--- src/rtl/idxl_pkg.sv ---
`timescale 1ns / 1ps
// ----------------------------------------------------------------------------
// idxl_pkg
// Shared constants, request and status codes and the edit command for the
// indexed list engine.
// ----------------------------------------------------------------------------
package idxl_pkg;

	localparam int DEPTH_DEF       = 16;
	localparam int VALUE_WIDTH_DEF = 16;

	// field widths of the stream payload
	localparam int REQ_W    = 3;
	localparam int VAL_W    = 16;
	localparam int POS_W    = 4;
	localparam int STAT_W   = 2;
	localparam int IDXO_W   = 4;
	localparam int CNTO_W   = 5;
	localparam int S_DATA_W = 24;
	localparam int M_DATA_W = 64;

	localparam logic [REQ_W-1:0] REQ_INSERT_AT    = 3'd0;
	localparam logic [REQ_W-1:0] REQ_APPEND       = 3'd1;
	localparam logic [REQ_W-1:0] REQ_SORTED       = 3'd2;
	localparam logic [REQ_W-1:0] REQ_REMOVE_AT    = 3'd3;
	localparam logic [REQ_W-1:0] REQ_REMOVE_VALUE = 3'd4;
	localparam logic [REQ_W-1:0] REQ_FIND         = 3'd5;
	localparam logic [REQ_W-1:0] REQ_READ_AT      = 3'd6;

	localparam logic [STAT_W-1:0] STAT_OK        = 2'd0;
	localparam logic [STAT_W-1:0] STAT_NOT_FOUND = 2'd1;
	localparam logic [STAT_W-1:0] STAT_FULL      = 2'd2;
	localparam logic [STAT_W-1:0] STAT_BAD_POS   = 2'd3;

	// one-cycle edit broadcast to every cell
	typedef struct packed {
		logic ins;  // open a gap at the edit position and write the key there
		logic del;  // close the entry at the edit position
	} idxl_edit_t;

endpackage

--- src/rtl/indexed_list_engine.sv ---
`timescale 1ns / 1ps
// ----------------------------------------------------------------------------
// indexed_list_engine
// Bounded ordered list of signed values held in a chain of cells.
// ----------------------------------------------------------------------------
// One request is handled at a time. A scan token walks the cell chain once to
// locate the match, the first larger entry and the read position. All cells
// then shift together in the edit cycle, and a second walk of the chain
// gathers the minimum and maximum of the updated list. The next request is
// taken only once the result has been loaded into the output register, so a
// request is never accepted while the one before it is still in progress.
// The result sits in an output register, so a new request is taken while it
// waits; if the previous result is still unaccepted when the next one is
// ready, the engine holds in its final state until the register frees up.
// ----------------------------------------------------------------------------
module indexed_list_engine
	import idxl_pkg::*;
#(
	parameter int DEPTH       = DEPTH_DEF,
	parameter int VALUE_WIDTH = VALUE_WIDTH_DEF
) (
	input  logic                clk,
	input  logic                arst_n,
	input  logic                s_tvalid,
	output logic                s_tready,
	input  logic [S_DATA_W-1:0] s_tdata,   // value[15:0], position[19:16], zero fill
	input  logic [REQ_W-1:0]    s_tuser,   // req_type[2:0]
	output logic                m_tvalid,
	input  logic                m_tready,
	output logic [M_DATA_W-1:0] m_tdata,   // value_out[15:0], index_out[19:16],
	                                       // entry_count[24:20], min_value[40:25],
	                                       // max_value[56:41], zero fill
	output logic [STAT_W-1:0]   m_tuser    // status[1:0]
);

	localparam int VW    = VALUE_WIDTH;
	localparam int IW    = (DEPTH > 1) ? $clog2(DEPTH) : 1;
	localparam int CNT_W = $clog2(DEPTH + 1);
	localparam int CW    = (CNT_W > POS_W) ? CNT_W : POS_W;

	localparam logic [2:0] ST_IDLE  = 3'd0;
	localparam logic [2:0] ST_PASS1 = 3'd1;
	localparam logic [2:0] ST_APPLY = 3'd2;
	localparam logic [2:0] ST_PASS2 = 3'd3;
	localparam logic [2:0] ST_OUT   = 3'd4;

	localparam logic signed [VW-1:0] MOST_POS = {1'b0, {(VW-1){1'b1}}};
	localparam logic signed [VW-1:0] MOST_NEG = {1'b1, {(VW-1){1'b0}}};

	logic [2:0]           state_q;
	logic                 start_q;
	logic [REQ_W-1:0]     req_q;
	logic signed [VW-1:0] key_q;
	logic [POS_W-1:0]     pos_q;
	logic [CNT_W-1:0]     count_q;
	logic [STAT_W-1:0]    res_status_q;
	logic [VAL_W-1:0]     res_val_q;
	logic [IDXO_W-1:0]    res_idx_q;
	logic                 m_tvalid_q;
	logic [M_DATA_W-1:0]  m_tdata_q;
	logic [STAT_W-1:0]    m_tuser_q;

	// chain links, link i feeds cell i
	logic signed [VW-1:0] entry_c [DEPTH];
	logic                 tok_c   [DEPTH+1];
	logic signed [VW-1:0] min_c   [DEPTH+1];
	logic signed [VW-1:0] max_c   [DEPTH+1];
	logic                 hit_c   [DEPTH+1];
	logic [IW-1:0]        hidx_c  [DEPTH+1];
	logic                 gt_c    [DEPTH+1];
	logic [IW-1:0]        gidx_c  [DEPTH+1];
	logic signed [VW-1:0] rd_c    [DEPTH+1];
	logic [DEPTH-1:0]     tok_v;

	idxl_edit_t           edit;
	logic [CW-1:0]        edit_pos;
	logic [STAT_W-1:0]    status_d;
	logic [CNT_W-1:0]     count_d;
	logic [CW-1:0]        cnt_x, pos_x;
	logic                 full, in_xfer, out_free, chain_done;
	logic [VAL_W-1:0]     min_o, max_o;

	assign s_tready   = state_q == ST_IDLE;
	assign in_xfer    = s_tvalid && s_tready;
	assign out_free   = !m_tvalid_q || m_tready;
	assign chain_done = tok_c[DEPTH];
	assign cnt_x      = CW'(count_q);
	assign pos_x      = CW'(pos_q);
	assign full       = count_q == CNT_W'(DEPTH);

	assign tok_c[0]  = start_q;
	assign min_c[0]  = MOST_POS;
	assign max_c[0]  = MOST_NEG;
	assign hit_c[0]  = 1'b0;
	assign hidx_c[0] = '0;
	assign gt_c[0]   = 1'b0;
	assign gidx_c[0] = '0;
	assign rd_c[0]   = '0;

	for (genvar i = 0; i < DEPTH; i++) begin : g_cell
		logic signed [VW-1:0] left_e, right_e;
		if (i == 0) begin : g_first
			assign left_e = key_q;
		end else begin : g_left
			assign left_e = entry_c[i-1];
		end
		if (i == DEPTH - 1) begin : g_last
			assign right_e = entry_c[i];
		end else begin : g_right
			assign right_e = entry_c[i+1];
		end

		idxl_cell #(
			.VW (VW),
			.IW (IW),
			.CW (CW),
			.IDX(i)
		) u_cell (
			.clk        (clk),
			.arst_n     (arst_n),
			.edit       (edit),
			.edit_pos   (edit_pos),
			.key        (key_q),
			.left_entry (left_e),
			.right_entry(right_e),
			.entry      (entry_c[i]),
			.count      (cnt_x),
			.rd_pos     (pos_x),
			.tok_in     (tok_c[i]),
			.min_in     (min_c[i]),
			.max_in     (max_c[i]),
			.hit_in     (hit_c[i]),
			.hidx_in    (hidx_c[i]),
			.gt_in      (gt_c[i]),
			.gidx_in    (gidx_c[i]),
			.rd_in      (rd_c[i]),
			.tok_out    (tok_c[i+1]),
			.min_out    (min_c[i+1]),
			.max_out    (max_c[i+1]),
			.hit_out    (hit_c[i+1]),
			.hidx_out   (hidx_c[i+1]),
			.gt_out     (gt_c[i+1]),
			.gidx_out   (gidx_c[i+1]),
			.rd_out     (rd_c[i+1])
		);

		assign tok_v[i] = tok_c[i+1];
	end

	// decision from the first scan, applied in the edit cycle
	always_comb begin
		edit     = '0;
		edit_pos = '0;
		status_d = STAT_OK;
		count_d  = count_q;
		unique case (req_q)
			REQ_INSERT_AT: begin
				if (full) begin
					status_d = STAT_FULL;
				end else if (pos_x > cnt_x) begin
					status_d = STAT_BAD_POS;
				end else begin
					edit.ins = 1'b1;
					edit_pos = pos_x;
				end
			end
			REQ_APPEND: begin
				if (full) begin
					status_d = STAT_FULL;
				end else begin
					edit.ins = 1'b1;
					edit_pos = cnt_x;
				end
			end
			REQ_SORTED: begin
				if (full) begin
					status_d = STAT_FULL;
				end else begin
					edit.ins = 1'b1;
					edit_pos = gt_c[DEPTH] ? CW'(gidx_c[DEPTH]) : cnt_x;
				end
			end
			REQ_REMOVE_AT: begin
				if (pos_x >= cnt_x) begin
					status_d = STAT_BAD_POS;
				end else begin
					edit.del = 1'b1;
					edit_pos = pos_x;
				end
			end
			REQ_REMOVE_VALUE: begin
				if (hit_c[DEPTH]) begin
					edit.del = 1'b1;
					edit_pos = CW'(hidx_c[DEPTH]);
				end else begin
					status_d = STAT_NOT_FOUND;
				end
			end
			REQ_FIND: begin
				if (!hit_c[DEPTH]) begin
					status_d = STAT_NOT_FOUND;
				end
			end
			REQ_READ_AT: begin
				if (pos_x >= cnt_x) begin
					status_d = STAT_BAD_POS;
				end
			end
			default: begin
			end
		endcase
		if (state_q != ST_APPLY) begin
			edit = '0;
		end
		if (edit.ins) begin
			count_d = count_q + CNT_W'(1);
		end else if (edit.del) begin
			count_d = count_q - CNT_W'(1);
		end
	end

	always_ff @(posedge clk or negedge arst_n) begin
		if (!arst_n) begin
			state_q    <= ST_IDLE;
			start_q    <= 1'b0;
			count_q    <= '0;
			m_tvalid_q <= 1'b0;
		end else begin
			// launch a scan on acceptance and again after the edit
			start_q <= in_xfer || (state_q == ST_APPLY);
			if (state_q == ST_OUT && out_free) begin
				m_tvalid_q <= 1'b1;
			end else if (m_tready) begin
				m_tvalid_q <= 1'b0;
			end
			unique case (state_q)
				ST_IDLE: begin
					if (in_xfer) begin
						state_q <= ST_PASS1;
					end
				end
				ST_PASS1: begin
					if (chain_done) begin
						state_q <= ST_APPLY;
					end
				end
				ST_APPLY: begin
					count_q <= count_d;
					state_q <= ST_PASS2;
				end
				ST_PASS2: begin
					if (chain_done) begin
						state_q <= ST_OUT;
					end
				end
				ST_OUT: begin
					if (out_free) begin
						state_q <= ST_IDLE;
					end
				end
				default: begin
					state_q <= ST_IDLE;
				end
			endcase
		end
	end

	assign min_o = (count_q == '0) ? '1 : VAL_W'(min_c[DEPTH]);
	assign max_o = (count_q == '0) ? '1 : VAL_W'(max_c[DEPTH]);

	always_ff @(posedge clk) begin
		if (in_xfer) begin
			req_q <= s_tuser;
			key_q <= VW'(signed'(s_tdata[VAL_W-1:0]));
			pos_q <= s_tdata[VAL_W +: POS_W];
		end
		if (state_q == ST_APPLY) begin
			res_status_q <= status_d;
			res_val_q    <= (req_q == REQ_READ_AT && status_d == STAT_OK) ?
			                VAL_W'(rd_c[DEPTH]) : '0;
			res_idx_q    <= (req_q == REQ_FIND && status_d == STAT_OK) ?
			                IDXO_W'(hidx_c[DEPTH]) : '0;
		end
		if (state_q == ST_OUT && out_free) begin
			m_tuser_q <= res_status_q;
			m_tdata_q <= {7'd0, max_o, min_o, CNTO_W'(count_q), res_idx_q, res_val_q};
		end
	end

	assign m_tvalid = m_tvalid_q;
	assign m_tdata  = m_tdata_q;
	assign m_tuser  = m_tuser_q;

	// no scan token may be in flight while the engine waits for a request
	a_idle_no_token: assert property (@(posedge clk) disable iff (!arst_n)
		(state_q == ST_IDLE) |-> (tok_v == '0 && !start_q))
		else $error("scan token in flight while idle");

	a_count_bound: assert property (@(posedge clk) disable iff (!arst_n)
		count_q <= CNT_W'(DEPTH))
		else $error("entry count beyond depth");

	// only the edit cycle may change the entry count
	a_count_stable: assert property (@(posedge clk) disable iff (!arst_n)
		($past(state_q) != ST_APPLY) |-> $stable(count_q))
		else $error("entry count changed outside the edit cycle");

	a_one_token: assert property (@(posedge clk) disable iff (!arst_n)
		$onehot0(tok_v))
		else $error("more than one scan token in the chain");

endmodule

--- src/rtl/idxl_cell.sv ---
`timescale 1ns / 1ps
// ----------------------------------------------------------------------------
// idxl_cell
// One list slot: holds an entry, shifts with its neighbours on an edit and
// folds its entry into the scan transaction passing down the chain.
// ----------------------------------------------------------------------------
module idxl_cell
	import idxl_pkg::*;
#(
	parameter int VW  = VALUE_WIDTH_DEF,
	parameter int IW  = 4,
	parameter int CW  = 5,
	parameter int IDX = 0
) (
	input  logic                 clk,
	input  logic                 arst_n,
	// edit
	input  idxl_edit_t           edit,
	input  logic [CW-1:0]        edit_pos,
	input  logic signed [VW-1:0] key,
	input  logic signed [VW-1:0] left_entry,
	input  logic signed [VW-1:0] right_entry,
	output logic signed [VW-1:0] entry,
	// scan
	input  logic [CW-1:0]        count,
	input  logic [CW-1:0]        rd_pos,
	input  logic                 tok_in,
	input  logic signed [VW-1:0] min_in,
	input  logic signed [VW-1:0] max_in,
	input  logic                 hit_in,
	input  logic [IW-1:0]        hidx_in,
	input  logic                 gt_in,
	input  logic [IW-1:0]        gidx_in,
	input  logic signed [VW-1:0] rd_in,
	output logic                 tok_out,
	output logic signed [VW-1:0] min_out,
	output logic signed [VW-1:0] max_out,
	output logic                 hit_out,
	output logic [IW-1:0]        hidx_out,
	output logic                 gt_out,
	output logic [IW-1:0]        gidx_out,
	output logic signed [VW-1:0] rd_out
);

	localparam logic [CW-1:0] MY_POS = CW'(IDX);
	localparam logic [IW-1:0] MY_IDX = IW'(IDX);

	logic signed [VW-1:0] entry_q;
	logic                 tok_q;
	logic signed [VW-1:0] min_q, max_q, rd_q;
	logic                 hit_q, gt_q;
	logic [IW-1:0]        hidx_q, gidx_q;
	logic                 live, at_pos, past_pos;

	assign live     = MY_POS < count;
	assign at_pos   = MY_POS == edit_pos;
	assign past_pos = MY_POS > edit_pos;

	always_ff @(posedge clk or negedge arst_n) begin
		if (!arst_n) begin
			tok_q <= 1'b0;
		end else begin
			tok_q <= tok_in;
		end
	end

	always_ff @(posedge clk) begin
		if (edit.ins) begin
			if (at_pos) begin
				entry_q <= key;
			end else if (past_pos) begin
				entry_q <= left_entry;
			end
		end else if (edit.del) begin
			if (at_pos || past_pos) begin
				entry_q <= right_entry;
			end
		end
		// scan fields only move with the token, so the chain end holds its result
		if (tok_in) begin
			min_q  <= (live && entry_q < min_in) ? entry_q : min_in;
			max_q  <= (live && entry_q > max_in) ? entry_q : max_in;
			hit_q  <= hit_in || (live && entry_q == key);
			hidx_q <= hit_in ? hidx_in : MY_IDX;
			gt_q   <= gt_in || (live && entry_q > key);
			gidx_q <= gt_in ? gidx_in : MY_IDX;
			rd_q   <= (MY_POS == rd_pos) ? entry_q : rd_in;
		end
	end

	assign entry    = entry_q;
	assign tok_out  = tok_q;
	assign min_out  = min_q;
	assign max_out  = max_q;
	assign hit_out  = hit_q;
	assign hidx_out = hidx_q;
	assign gt_out   = gt_q;
	assign gidx_out = gidx_q;
	assign rd_out   = rd_q;

endmodule

--- config.mk ---
export PLATFORM = sky130hd
export DESIGN_NAME = indexed_list_engine
export DESIGN_NICKNAME = d
export VERILOG_FILES = /design/src/rtl/idxl_pkg.sv /design/src/rtl/indexed_list_engine.sv /design/src/rtl/idxl_cell.sv
export SDC_FILE = /design/constraint.sdc
export NUM_CORES = 2
export LEC_CHECK = 0
export BUFFER_PORTS_ARGS = -buffer_cell sky130_fd_sc_hd__buf_2
export CAP_MARGIN = 20
export CORE_ASPECT_RATIO = 1.5
export CORE_MARGIN = 2
export CORE_UTILIZATION = 50
export CTS_BUF_LIST = sky130_fd_sc_hd__clkbuf_4 sky130_fd_sc_hd__clkbuf_8
export DETAILED_ROUTE_END_ITERATION = 12
export MAX_ROUTING_LAYER = met4
export PLACE_DENSITY = 0.73
export SKIP_CTS_REPAIR_TIMING = 1
export SLEW_MARGIN = 10
export SYNTH_ARGS = -nofsm -noshare
export SYNTH_HDL_FRONTEND = slang
export SYNTH_SLANG_ARGS = --single-unit
--- constraint.sdc ---
create_clock -name clk -period 4.6 [get_ports clk]
set_input_delay 0.92 -clock clk [delete_from_list [all_inputs] [get_ports clk]]
set_output_delay 0.92 -clock clk [all_outputs]
set_load 0.03 [all_outputs]
==> results.ini <==
[status]
status = finished, final reports clean

[worst_setup_path]
worst_ep_arrival_time_ps = 4880
crit_path_max_fanout = 14
crit_family = compound AO/OA/AOI/OAI gates
critPathSlowestCell = nand3b_1
max_stage_delay_ps = 770
critPathBufInv = 2
criticalPathCategory = reg -> reg
r2r_cells = 11
worstReg2RegEnd = g_cell[2].u_cell.entry[10]$_DFFE_PP_
end_kind = flop
crit_required_ps = 5300
r2r_slack_ps = 420
crit-reg2reg-launch = cnt_x[3]$_DFFE_PN0P_
setup.worst_path.end = g_cell[2].u_cell.entry[10]$_DFFE_PP_
crit_start = cnt_x[3]$_DFFE_PN0P_
cp-start-kind = flop
crit_chain = clkinv_1 -> ha_1 -> a21oi_1 -> nor2_1 -> a41oi_2 -> o21a_1 -> a21o_1 -> nand3b_1 -> buf_4 -> mux2i_1 -> o21ai_0
cp.depth = 11

[clock_network]
cts_buffer_depth = 3
htree_levels = 4
tritoncts = yes
clkTransAtPathRegs_ps = 70
cts-root-buf = clkbuf_8
cts_made_buffers = 190
cts_sinks = 1284
clk_latency_ps = 1000

[route]
drt-total-wl_um = 253000
drc = 0
via_per_inst = 6.30
drt-initial-drc-count = 5215
vias = 53800
routedWlPerCell_um = 29.6
firstDrtPassIters = 8
ant_nets = 0

[sta]
finalMaxSlewViolations = 0
post-route-period-util_pct = 90.9
rsz0062_at_grt = no
max_slew_margin_pct = 22.7
tightest_slew_ps = 1160
fmax_mhz = 239
fin_skew_ps = 78.7
hold_viol = 0
fin_tns_setup_ps = 0
period_needed_ps = 4180
report.final.setup_viol = 0

[synthesis]
synth.avg_cell_area_um2 = 12.2
synth-simple-area-share_pct = 8.25
yosys-top-cells-area = edfxtp_1, ha_1, mux2_2
synth_cell_types = 90
synth_area_um2 = 73900
yosys.area.top_type_share_pct = 51.1
postSynth.asyncResetShare_pct = 2.02
ys_seq_area_share_pct = 52.0
synth_compound_area_share_pct = 10.5
yosysMostFrequentCell = edfxtp_1
synth_top_family_by_area = multiplexers
synth_edf_count = 1258
synth_mux_area_share_pct = 12.6
synth_common_cells = edfxtp_1, ha_1, mux2_2, inv_1, nand2_1
yosysWarnings = 0
ys_ff_latch = 1284
synth_xor_area_share_pct = 0.0829
ys.flop_type = edfxtp_1
syn_inst = 6074
synth_fa_ha_area_share_pct = 12.3
synth_top_area_cell = edfxtp_1

[placed_design]
place_congestion = 1.02
io_buffers = 87
place_hpwl_um = 187000
post-place-cells = 8186

[floorplanning]
die_area_um2 = 151000
initial_utilization_pct = 50.4
die_w_um = 318
io_pins = 99
coreArea_um2 = 147000
rows = 172
fp.dieH_um = 475

[global_routing]
grt_pass1_vias = 53500
track_usage_pct = 34.3
grt_pass1_wl_um = 361000
grt-ovfl-total = 0
grt_max_degree = 161
antenna_found_initial = 14

[finish]
instances_no_fill = 8536
multi_input_area_um2 = 32400
regArea_um2 = 38400
drive_gt1_share_pct = 22.0
final_core_util_pct = 56.2
syn_to_final_growth_pct = 11.5
num-fill-cells = 12000
layout.nets = 7229

[worst_hold_path]
worst_hold_path_type = in -> async

[pwr]
leakage_uw = 0.0338
p_per_area_nw_per_um2 = 392
peakVddDrop_v = 0.000264

[flow_run]
maxCapViolations = 0

[sequential cells by signal, indices dropped and copies added, names as in the netlist, 49 cells and up]
signal and count:
g_cell.u_cell.rd_out 256, g_cell.u_cell.max_out 256, g_cell.u_cell.gidx_out 49, g_cell.u_cell.hidx_out 49
m_tdata 57, g_cell.u_cell.min_out 256, g_cell.u_cell.entry 256
[report_power, final]
group          internal (uW)  switching (uW)  total, uW
combinational           2970            4300       7270
sequential             14500             540      15000
clock                   5240            4740       9990
total                  22700            9580      32300
[cells by family after synthesis]
kind of cell,Yosys count
AO/OA/AOI/OAI,1234
buffers and inverters,798
XOR/XNOR,7
adder cells (fa/ha/maj),729
other,1
AND/OR/NAND/NOR,1169
multiplexers,852
flip-flops,1284
[per-stage QoR]
stage	power [uW]	worst slack [ps]	hold slack, ps	instance area (um^2)
after floorplan	20000	496	400	73900
after global placement	22100	554	400	78400
after detailed placement	22300	494	405	78400
after CTS	32200	498	-2.56	82300
after global routing	33400	137	19.8	82400
final	32300	418	12.8	82400
[per-layer routing]
metal	track usage [%]	share of wire (%)	up-vias	wire length [um]
met5	-	0	-	0
met4	34.2	13	0	31900
met3	6.48	7.6	1330	19200
met2	57.7	49	2912	123000
met1	32.4	31	25900	78600
li1	-	-	23600	-
[cell usage in the layout (no fill, tap or decap), types with 25 or more instances in the layout]
master	n
and3_1	32
a21o_1	125
a21oi_1	269
buf_2	87
o21a_1	33
a31oi_1	28
nor2_1	145
clkbuf_8	195
inv_1	576
clkinv_1	39
ha_1	729
o22ai_1	130
clkbuf_4	55
or2_2	50
o22a_1	33
nor2b_1	63
nand2b_1	111
o21ai_1	60
nand4_1	104
o21ai_0	329
buf_4	319
nand2_1	343
and2_1	76
o211ai_1	25
edfxtp_1	1258
mux2i_1	246
o21bai_1	31
a211oi_1	27
nand3_1	86
mux2_2	601
nor3_1	55
[worst min path at each step]
stage                                           start                                  end  depth (start not counted)  slack [ps]
after floorplan            res_val_q[0]$_SDFFCE_PN0P_                 m_tdata[0]$_DFFE_PP_                          0         400
after global placement    res_val_q[12]$_SDFFCE_PN0P_                m_tdata[12]$_DFFE_PP_                          0         400
after detailed placement  res_val_q[12]$_SDFFCE_PN0P_                m_tdata[12]$_DFFE_PP_                          0         400
after CTS                                      arst_n   g_cell[5].u_cell.tok_out$_DFF_PN0_                          1          -3
after global routing                           arst_n  g_cell[15].u_cell.tok_out$_DFF_PN0_                          1          20
final                                          arst_n   g_cell[4].u_cell.tok_out$_DFF_PN0_                          1          10
[final cells by class]
cell class              instances  area share (%)
multi-input cells            3998            39.4
inverters                     581            2.65
repair buffers                414            3.62
well taps                    1914            2.91
clock buffers                 249            3.75
flip-flops and latches       1284            46.7
diodes                         10          0.0304
clock inverters                86            1.03
Note: power is estimated with default switching activity, not from simulation.
